$ cat config.mk
export PLATFORM = sky130hd
export DESIGN_NAME = c2mf_mac_cell
export DESIGN_NICKNAME = d
export VERILOG_FILES = /design/src/design/c2mf_pkg.sv /design/src/design/c2mf_mac_cell.sv
export SDC_FILE = /design/constraint.sdc
export NUM_CORES = 1
export LEC_CHECK = 0
export ABC_AREA = 1
export BUFFER_PORTS_ARGS = -buffer_cell sky130_fd_sc_hd__buf_2
export CORE_MARGIN = 1
export CORE_UTILIZATION = 30
export CTS_BUF_LIST = sky130_fd_sc_hd__clkbuf_8
export CTS_CLUSTER_DIAMETER = 30
export CTS_CLUSTER_SIZE = 20
export DETAILED_ROUTE_END_ITERATION = 6
export GPL_TIMING_DRIVEN = 0
export PLACE_DENSITY = 0.55
export RECOVER_POWER = 50
export SLEW_MARGIN = 15
export SYNTH_ARGS = -nofsm -noshare
export SYNTH_HDL_FRONTEND = slang
export SYNTH_SLANG_ARGS = --single-unit
export TNS_END_PERCENT = 20
$ cat constraint.sdc
create_clock -name clk_i -period 5 [get_ports clk_i]
set_input_delay 0.75 -clock clk_i [delete_from_list [all_inputs] [get_ports clk_i]]
set_output_delay 0.75 -clock clk_i [all_outputs]
set_load 0.05 [all_outputs]
$ cat src/design/c2mf_pkg.sv
package c2mf_pkg;

  localparam int unsigned DataW   = 16;
  localparam int unsigned SumW    = 40;
  localparam int unsigned PosW    = 6;
  localparam int unsigned FiltW   = 2;
  localparam int unsigned WIdxW   = 6;
  localparam int unsigned CfgIdxW = 2;
  localparam int unsigned CfgDatW = 7;

  localparam logic CmdWeight = 1'b0;
  localparam logic CmdPixel  = 1'b1;

  localparam logic [CfgIdxW-1:0] RegImageRows   = 2'd0;
  localparam logic [CfgIdxW-1:0] RegImageCols   = 2'd1;
  localparam logic [CfgIdxW-1:0] RegKernelSize  = 2'd2;
  localparam logic [CfgIdxW-1:0] RegFilterCount = 2'd3;

  typedef struct packed {
    logic                    cmd;
    logic [WIdxW-1:0]        weight_index;
    logic signed [DataW-1:0] data_value;
  } in_item_t;

  typedef struct packed {
    logic [PosW-1:0]        window_row;
    logic [PosW-1:0]        window_col;
    logic [FiltW-1:0]       filter_number;
    logic signed [SumW-1:0] dot_sum;
    logic                   last;
  } out_item_t;

  typedef struct packed {
    logic                   [CfgIdxW-1:0] index;
    logic                   [CfgDatW-1:0] data;
  } cfg_item_t;

  // control shared by every cell of the row
  typedef struct packed {
    logic clear;
    logic valid;
  } mac_ctrl_t;

endpackage

$ cat src/design/c2mf_mac_cell.sv
module c2mf_mac_cell (
  input  logic                                   clk_i,
  input  logic                                   rst_ni,
  input  c2mf_pkg::mac_ctrl_t                    ctrl_i,
  input  logic signed [c2mf_pkg::DataW-1:0]      pixel_i,
  input  logic signed [c2mf_pkg::DataW-1:0]      weight_i,
  output logic signed [c2mf_pkg::SumW-1:0]       acc_o
);
  import c2mf_pkg::*;

  logic signed [2*DataW-1:0] prod_q, prod_d;
  logic                      pv_q, pclr_q;
  logic signed [SumW-1:0]    acc_q, acc_d;

  assign prod_d = pixel_i * weight_i;

  always_comb begin
    acc_d = acc_q;
    if (pclr_q) acc_d = '0;
    if (pv_q) acc_d = acc_d + SumW'(prod_q);
  end

  always_ff @(posedge clk_i or negedge rst_ni) begin
    if (!rst_ni) begin
      pv_q   <= 1'b0;
      pclr_q <= 1'b0;
      acc_q  <= '0;
    end else begin
      pv_q   <= ctrl_i.valid;
      pclr_q <= ctrl_i.clear;
      acc_q  <= acc_d;
    end
  end

  always_ff @(posedge clk_i) begin
    prod_q <= prod_d;
  end

  assign acc_o = acc_q;
endmodule

==> results.cfg, run 1 <==
[status]
status = finished with violations
violations = DRC, capacitance limit, slew limit, setup timing

[layout]
drive_gt1_share_pct = 12.9
fillers = 5690
area_growth_pct = 16.9
nets = 2787
fin_area_um2 = 18900
multi_input_area_um2 = 12600
num_antenna_cells = 0
seqCellArea_um2 = 1690

[synth]
ys_seq_area_share_pct = 10.5
syn_inst = 2281
avgSynthCellArea_um2 = 7.08
syn-cell-area_um2 = 16200
yosys_warnings = 0
synth_nets = 2701
ys_ff_latch = 74
ys_types = 40

[flow_run]
drv_cap = 1

[placement]
placed_area_um2 = 17800
dp_slack_ps = -1460
gp_congestion = 0.942
hpwl_um = 41700
port_buffers = 48

[clock_tree]
clock-sinks = 74
cts_buffers = 9
cts.clk_slew.worst_paths_ps = 80
clock_latency_ps = 380
cts_root_buffer = clkbuf_8
htreeDepth = 3
ctsLongestPathBuffers = 2
ctsHoldBuffers = 0
tritoncts = built

[global_route]
grt_pass1_vias = 14700
grt_max_degree = 43
grt_antenna_before_repair = 1
grt_pass1_wl_um = 78500
track_usage_pct = 18.7
overflow = 0

[route]
wl_per_cell_um = 16.0
remaining_drc_errors = 5
wl_um = 48800
final_antenna_net_count = 0
vias = 14000
drt_pass1_iterations = 7
vias_per_cell = 4.56
drtIter0Drc = 890

[worst_setup_path]
regToRegSetupSlack_ps = 1790
r2r-end = acc_o[39]$_DFF_PN0_
path_cells = buf_2 > clkinvlp_4 > clkbuf_8 > nor2_1 > fa_1 > fa_1 > fa_1 > fa_1 > fa_1 > inv_1 > fa_1 > inv_1 > ha_4 > buf_4 > nand2_2 > nor2_2 > inv_1 > nor3_2 > nand4_1 > nand4_1 > nand2_2
cp-start-kind = input port
arrival_ps = 5770
cp_common_cell = fa_1
cp_slowest_cell = fa_1
critPathKind = in -> reg
path_buf_inv = 7
critical_path_required_ps = 5270
reg2reg_from = pclr_q$_DFF_PN0_
crit_path_end_kind = flip-flop
ff2ff_path_depth = 16
slowest_delay_ps = 530
crit_fanout = 10
critPathTopFamily = adder cells

[sta]
period_needed_ps = 5510
grt_setup_unrepaired = true
max_slew.worst_pin.slew_ps = 2340
tns_ps = -6570
slew_headroom_pct = -56.2
finalSetupViolCount = 21
finalHoldViolCount = 0
timing.fmax_mhz = 182
finalCritPeriodShare_pct = 110
slew_viol_final = 43
skew_ps = 13.8
setup_ws_ps = -507

[floorplanning]
io_pins = 76
initial_core_util_pct = 30.6
coreArea_um2 = 52900
fp.dieW_um = 234
die_area_um2 = 54800
die_h_um = 234
num_rows = 84

[min_path]
min_path_type = in -> reg
min-delay-start = ctrl_i[1]
min_path_cells = 1
hold_end = pclr_q$_DFF_PN0_
-- how the worst max path moves through the flow --
stage                                     to  cells past startpoint         start
after global placement    prod_q[30]$_DFF_P_                     20   pixel_i[12]
after detailed placement  prod_q[27]$_DFF_P_                     21   pixel_i[12]
after floorplan           prod_q[31]$_DFF_P_                     22   weight_i[5]
after CTS                 prod_q[27]$_DFF_P_                     21  weight_i[15]
after global routing      prod_q[28]$_DFF_P_                     21   pixel_i[15]
final                     prod_q[28]$_DFF_P_                     21  weight_i[15]
-- flip-flops by register name, summed over array words and instances, names as in the netlist --
name,cells
acc_o,40
pv_q,1
pclr_q,1
prod_q,32
-- cell families after synthesis --
kind of cell / synth area share (%)
buffers and inverters: 15.8
AOI/OAI and AO/OA: 4.32
adders and majority gates: 41.9
DFF: 10.5
and+or+nand+nor: 25.0
xor gates and xnor gates: 2.49
-- routing by layer --
metal | vias up | GRT usage (%) | wire, um
met1 | 6779 | 24.6 | 21700
met4 | 0 | 5.58 | 1400
met5 | - | 0 | 0
met2 | 347 | 32.5 | 23500
met3 | 67 | 1.74 | 2300
li1 | 6769 | - | -
-- repair_timing --
| action | CTS | global route |
|---|---|---|
| gates cloned | 0 | 1 |
| gates resized for setup | 122 | 47 |
| setup endpoints to repair | 23 | 23 |
| buffers inserted | 15 | 11 |
| pin swaps | 35 | 30 |
-- layout make-up --
| class | count | area share, % |
|---|---|---|
| multi-input cells | 1531 | 66.5 |
| inverters | 605 | 12.1 |
| well taps | 688 | 4.56 |
| repair buffers | 75 | 2.29 |
| clock buffers | 9 | 0.656 |
| flip-flops and latches | 74 | 8.96 |
| plain buffers | 71 | 4.63 |
| clock inverters | 7 | 0.358 |
-- layout by cell type (no fill, tap or decap), types with 15 or more instances in the layout --
cell,Yosys,layout
inv_1,603,591
clkbuf_1,67,32
a21oi_2,4,17
ha_4,0,21
nand2_2,18,34
fa_1,263,253
dfxtp_1,32,32
dfrtp_1,42,42
a21oi_1,56,41
o21ai_1,9,15
buf_2,3,27
nand3_1,76,70
nand4_1,17,17
nor2_2,16,31
clkbuf_8,1,35
o21ai_0,25,18
nor2_1,140,122
buf_4,0,31
nand2_1,675,655
xor2_1,23,17
ha_1,121,100
xnor2_1,23,22
-- Yosys cell counts, drive strengths merged --
cell type / count / area [um2]
a21boi: 2 / 18.8
a21o: 5 / 37.5
a21oi: 60 / 315
a31oi: 1 / 6.26
and3: 1 / 6.26
buf: 3 / 15.0
clkbuf: 68 / 265
clkinv: 1 / 3.75
dfrtp: 42 / 1050
dfxtp: 32 / 641
fa: 263 / 5270
ha: 121 / 1510
inv: 604 / 2270
nand2: 693 / 2650
nand3: 82 / 440
nand3b: 13 / 97.6
nand4: 17 / 106
nor2: 157 / 637
nor3: 10 / 60.1
o211ai: 3 / 27.5
o21a: 2 / 15.0
o21ai: 36 / 188
o21bai: 11 / 82.6
o31ai: 1 / 7.51
or2: 7 / 43.8
xnor2: 23 / 201
xor2: 23 / 201
-- metrics by stage --
stage          hold WS, ps  instances  utilization [%]
6_report               470       3060             35.7
5_1_grt                456       3060             35.7
4_1_cts                460       3048             35.3
3_5_place_dp           538       3017             33.7
3_3_place_gp           525       3017             33.7
2_1_floorplan          454       2281                -
Power of run 1 is not shown: default switching activity piles up to over one toggle a cycle in this logic, so the estimate is an artifact.
==> run 2: changes to the inputs <==
MAX_ROUTING_LAYER = met4   (was not set)
==> run 2 against run 1 <==
- the flow still finishes with violations (DRC, capacitance limit, slew limit, setup timing)
- routed wire length grew 1.4%
- die area is the same
- critical path depth is the same
- register-to-register slack gained 130 ps
- first-iteration DRC count grew 4.8%
- via count grew 1.1%
- design area grew 1.7%
- clock skew grew 4.5 ps
- core utilization grew 0.60 points
- worst hold slack gained 9.7 ps
- largest cell class unchanged
==> results.cfg, run 2 (synthesis gave the netlist of run 1 again) <==
[status]
status = finished with violations
violations = DRC, capacitance limit, slew limit, setup timing

[global_route]
grt_pass1_vias = 14900
grt_use_met3_pct = 1.46
grt_antenna_before_repair = 2
grt_max_degree = 43
met1_usage_pct = 25.8
grt_util_met2_pct = 33.0
track_usage_pct = 19.8
overflow = 0
grt_pass1_wl_um = 80800
top_usage_layer = met2

[placement]
hpwl_um = 42200
gp_congestion = 0.966
dp_slack_ps = -1520
port_buffers = 48

[sta]
period_needed_ps = 5600
finalSetupViolCount = 21
timing.fmax_mhz = 178
setup_ws_ps = -603
grt_setup_unrepaired = true
skew_ps = 18.3
finalHoldViolCount = 0
max_slew.worst_pin.slew_ps = 2440
slew_headroom_pct = -62.6
finalCritPeriodShare_pct = 112
slew_viol_final = 43

[route]
final_antenna_net_count = 0
drt_pass1_iterations = 7
remaining_drc_errors = 5
vias = 14100
wl_per_cell_um = 16.1
drtIter0Drc = 933
vias_per_cell = 4.59
wl_um = 49500

[clock_tree]
clock-sinks = 74
cts.clk_slew.worst_paths_ps = 80
htreeDepth = 3
tritoncts = built
cts_buffers = 9
clock_latency_ps = 380
cts_root_buffer = clkbuf_8
ctsLongestPathBuffers = 2
ctsHoldBuffers = 0

[floorplanning]
io_pins = 76
fp.dieW_um = 234
die_area_um2 = 54800
num_rows = 84
initial_core_util_pct = 30.6
die_h_um = 234
coreArea_um2 = 52900

[layout]
nets = 2799
largest_reg_flops = 40
final_common_cell = nand2_1
area_growth_pct = 18.8
utilization_pct = 36.3
mostFrequentLayoutCells = nand2_1, inv_1, fa_1
drive_gt1_share_pct = 15.1
fillers = 5654

[min_path]
min_path_type = in -> reg

[worst_setup_path]
regToRegSetupSlack_ps = 1920
critPathKind = in -> reg
crit_fanout = 8
critical_path_required_ps = 5280
arrival_ps = 5890
cp-start-kind = input port
crit_path_end_kind = flip-flop

[flow_run]
drv_cap = 1
==> run 2: repair_timing <==
action | 4_1_cts | 5_1_grt
pin swaps | 36 | 48
setup buffers | 17 | 21
cloned | 1 | 0
gates resized for setup | 133 | 89
endpoints found under the setup margin | 23 | 23
==> run 2: worst max-delay path, cell delays in order <==
cell and delay [ps]:
buf_6 80, clkinvlp_4 190, clkbuf_16 230, buf_4 150, nor2_2 100, fa_1 440
fa_1 460, fa_2 560, fa_2 450, fa_1 490, inv_1 50, fa_1 470
inv_1 60, ha_4 300, nand2_1 110, nor2_1 100, inv_1 120, nor3_4 190
nand3_1 130, o211ai_2 210, xor2_2 250
==> run 2: cell type report <==
| cell class | count | area (um2) | area share [%] |
|---|---|---|---|
| multi-input cells | 1531 | 12600 | 65.7 |
| plain buffers | 71 | 907 | 4.72 |
| clock buffers | 9 | 124 | 0.645 |
| flip-flops and latches | 74 | 1690 | 8.81 |
| diodes | 1 | 2.50 | 0.0130 |
| clock inverters | 7 | 95.1 | 0.495 |
| well taps | 688 | 861 | 4.48 |
| repair buffers | 87 | 617 | 3.21 |
| inverters | 605 | 2280 | 11.9 |
==> run 2: final timing paths <==
| kind | startpoint | endpoint | cells after the start |
|---|---|---|---|
| worst min register to register | acc_o[30]$_DFF_PN0_ | acc_o[30]$_DFF_PN0_ | 2 |
| min in group asynchronous | rst_ni | acc_o[4]$_DFF_PN0_ | 1 |
| worst max-delay path | weight_i[15] | prod_q[25]$_DFF_P_ | 21 |
| max in group asynchronous | rst_ni | acc_o[12]$_DFF_PN0_ | 1 |
| worst max register to register | pclr_q$_DFF_PN0_ | acc_o[31]$_DFF_PN0_ | 14 |
| worst min-delay path | ctrl_i[0] | pv_q$_DFF_PN0_ | 1 |
==> run 2: routing by layer <==
| metal | wire (um) | up-vias |
|---|---|---|
| met3 | 1890 | 69 |
| met4 | 1400 | 0 |
| met2 | 23900 | 295 |
| met5 | 0 | - |
| met1 | 22400 | 6943 |
| li1 | - | 6811 |
==> run 2: stage by stage <==
step	setup TNS (ps)	hold slack [ps]	cell area, um2	instances
3_5_place_dp	-26890	544	17800	3017
6_report	-7520	480	19200	3073
3_3_place_gp	-26660	526	17800	3017
5_1_grt	-11800	465	19200	3073
2_1_floorplan	-5640	454	16700	2281
4_1_cts	-7750	464	18800	3051
Power of run 2 is left out for the same reason.
==> run 3: changes to the inputs <==
ABC_AREA = not set   (was 1)
==> run 3 against run 2 <==
- critical path type unchanged
- global-route usage shrank 2.4 points
- via count shrank 24%
- clock-buffer cell count is the same
- design area shrank 11%
- worst hold slack lost 1.7 ps
- final cell count shrank 26%
- highest routed layer unchanged
- the run ends with capacitance limit, slew limit, setup timing left
- first-iteration DRC count shrank 41%
- sequential cell count is the same
- critical path depth grew 2
- routed wire length shrank 21%
- largest cell class unchanged
==> results.cfg, run 3 <==
[worst_setup_path]
arrival_ps = 6330
slowest_delay_ps = 550
path_cells = buf_8 > clkbuf_16 > buf_4 > nand2_1 > fa_1 > inv_1 > fa_1 > fa_1 > fa_1 > fa_1 > inv_1 > fa_1 > inv_1 > ha_4 > nand4_1 > or2_4 > nor2_4 > a311oi_2 > buf_4 > o31ai_4 > o21ai_2 > buf_4 > a31oi_4
cp_slowest_cell = fa_1
critPathKind = in -> reg
critical_path_required_ps = 5300
r2r-end = acc_o[39]$_DFF_PN0_
ff2ff_path_depth = 14
cp-start-kind = input port
crit_fanout = 7
regToRegSetupSlack_ps = 770
cp_common_cell = fa_1
crit_path_end_kind = flip-flop
reg2reg_from = pclr_q$_DFF_PN0_

[clock_tree]
cts.clk_slew.worst_paths_ps = 100
clock-sinks = 74
htreeDepth = 3
cts_buffers = 9
clock_latency_ps = 380
tritoncts = built
ctsHoldBuffers = 0
ctsLongestPathBuffers = 2
cts_root_buffer = clkbuf_8

[placement]
gp_congestion = 0.916
port_buffers = 75
placed_area_um2 = 15500
hpwl_um = 32000
dp_slack_ps = -2400

[sta]
finalCritPeriodShare_pct = 121
period_needed_ps = 6030
slew_headroom_pct = -62.7
finalSetupViolCount = 19
tns_ps = -11150
timing.fmax_mhz = 166
slew_viol_final = 43
max_slew.worst_pin.slew_ps = 2440
holdWs_ps = 478
setup_ws_ps = -1030
grt_setup_unrepaired = true
finalHoldViolCount = 0
skew_ps = 13.4

[synth]
synth_flop_cell = dfrtp_1
syn_inst = 1523
ys_ff_latch = 74
synth-edff-count = 0
yosys-top-cells-area = fa_1, ha_1, inv_1
syn-cell-area_um2 = 14200
ys_seq_area_share_pct = 11.9
yosys_warnings = 0
async_flop_share_pct = 56.8
synthTopCellsByCount = inv_1, fa_1, nand2_1, and2_1, ha_1
synth_top_cell_by_area = fa_1
synth_most_common_cell = inv_1
yosysTopAreaCellShare_pct = 37.2
ys_types = 64
avgSynthCellArea_um2 = 9.30
synth_nets = 1943

[route]
drtIter0Drc = 546
final_antenna_net_count = 0
remaining_drc_errors = 0
vias_per_cell = 4.72
wl_um = 39100
vias = 10800
drt_pass1_iterations = 5
wl_per_cell_um = 17.1

[floorplanning]
die_h_um = 219
initial_core_util_pct = 30.4
fp.dieW_um = 219
die_area_um2 = 48100
coreArea_um2 = 46600
num_rows = 79
io_pins = 76

[min_path]
hold_end = pv_q$_DFF_PN0_
min_path_cells = 1
min_path_type = in -> reg
min-delay-start = ctrl_i[0]

[layout]
fin_area_um2 = 17200
final_common_cell = inv_1
mostFrequentLayoutCells = inv_1, fa_1, nand2_1
area_growth_pct = 21.3
num_antenna_cells = 0
fillers = 4711
largest_reg_flops = 40
nets = 2093
drive_gt1_share_pct = 19.1

[flow_run]
drv_cap = 1

[status]
violations = capacitance limit, slew limit, setup timing
status = finished with violations

[global_route]
grt_antenna_before_repair = 3
grt_max_degree = 43
grt_pass1_vias = 11800
overflow = 0
track_usage_pct = 17.4
grt_pass1_wl_um = 62500
run 3: repair_timing:
action,4_1_cts,5_1_grt
pin swaps,40,87
cloned,0,2
resized for setup,153,87
setup endpoints to repair,21,21
setup buffers,36,27
run 3: layer usage:
| layer | track usage [%] | routed length, um | up-vias |
|---|---|---|---|
| li1 | - | - | 5026 |
| met1 | 21.6 | 17000 | 5482 |
| met2 | 29.8 | 19300 | 233 |
| met3 | 2.27 | 1890 | 54 |
| met4 | 4.33 | 833 | 0 |
| met5 | - | 0 | - |
run 3: critical path, delay by kind of cell:
kind | cells | cell delay [ps]
AO/OA/AOI/OAI | 4 | 710
adder cells (fa/ha/maj) | 7 | 3370
buffers and inverters | 8 | 910
AND/OR/NAND/NOR | 4 | 580
run 3: layout make-up:
class	instances	area, um2	area share, %
Buffer	46	656	3.82
Clock buffer	9	124	0.721
Clock inverter	7	86.3	0.502
Inverter	296	1110	6.49
Multi-Input combinational cell	1106	11700	68.3
Sequential cell	74	1690	9.84
Tap cell	607	759	4.42
Timing Repair Buffer	140	1020	5.95
run 3: cell families after synthesis:
family / share of synthesized area, %
flip-flops: 11.9
adder cells (fa/ha/maj): 47.9
multiplexers: 1.99
buffers and inverters: 9.10
AO/OA/AOI/OAI: 9.92
XOR/XNOR: 3.96
AND/OR/NAND/NOR: 15.2
run 3: how the worst max path moves through the flow:
stage,startpoint,cells past startpoint,slack (ps),to
6_report,weight_i[7],23,-1030,prod_q[30]$_DFF_P_
2_1_floorplan,weight_i[2],22,-780,prod_q[31]$_DFF_P_
3_5_place_dp,weight_i[15],21,-2400,prod_q[31]$_DFF_P_
4_1_cts,pixel_i[4],23,-1140,prod_q[31]$_DFF_P_
5_1_grt,weight_i[15],22,-1200,prod_q[30]$_DFF_P_
3_3_place_gp,weight_i[15],21,-2440,prod_q[31]$_DFF_P_
run 3: metrics by stage:
step / utilization [%] / std cells
floorplan: - / 1523
global placement: 33.3 / 2205
detailed placement: 33.3 / 2205
CTS: 35.9 / 2257
global route: 36.9 / 2285
finish: 36.9 / 2285
Power of run 3 is left out for the same reason.
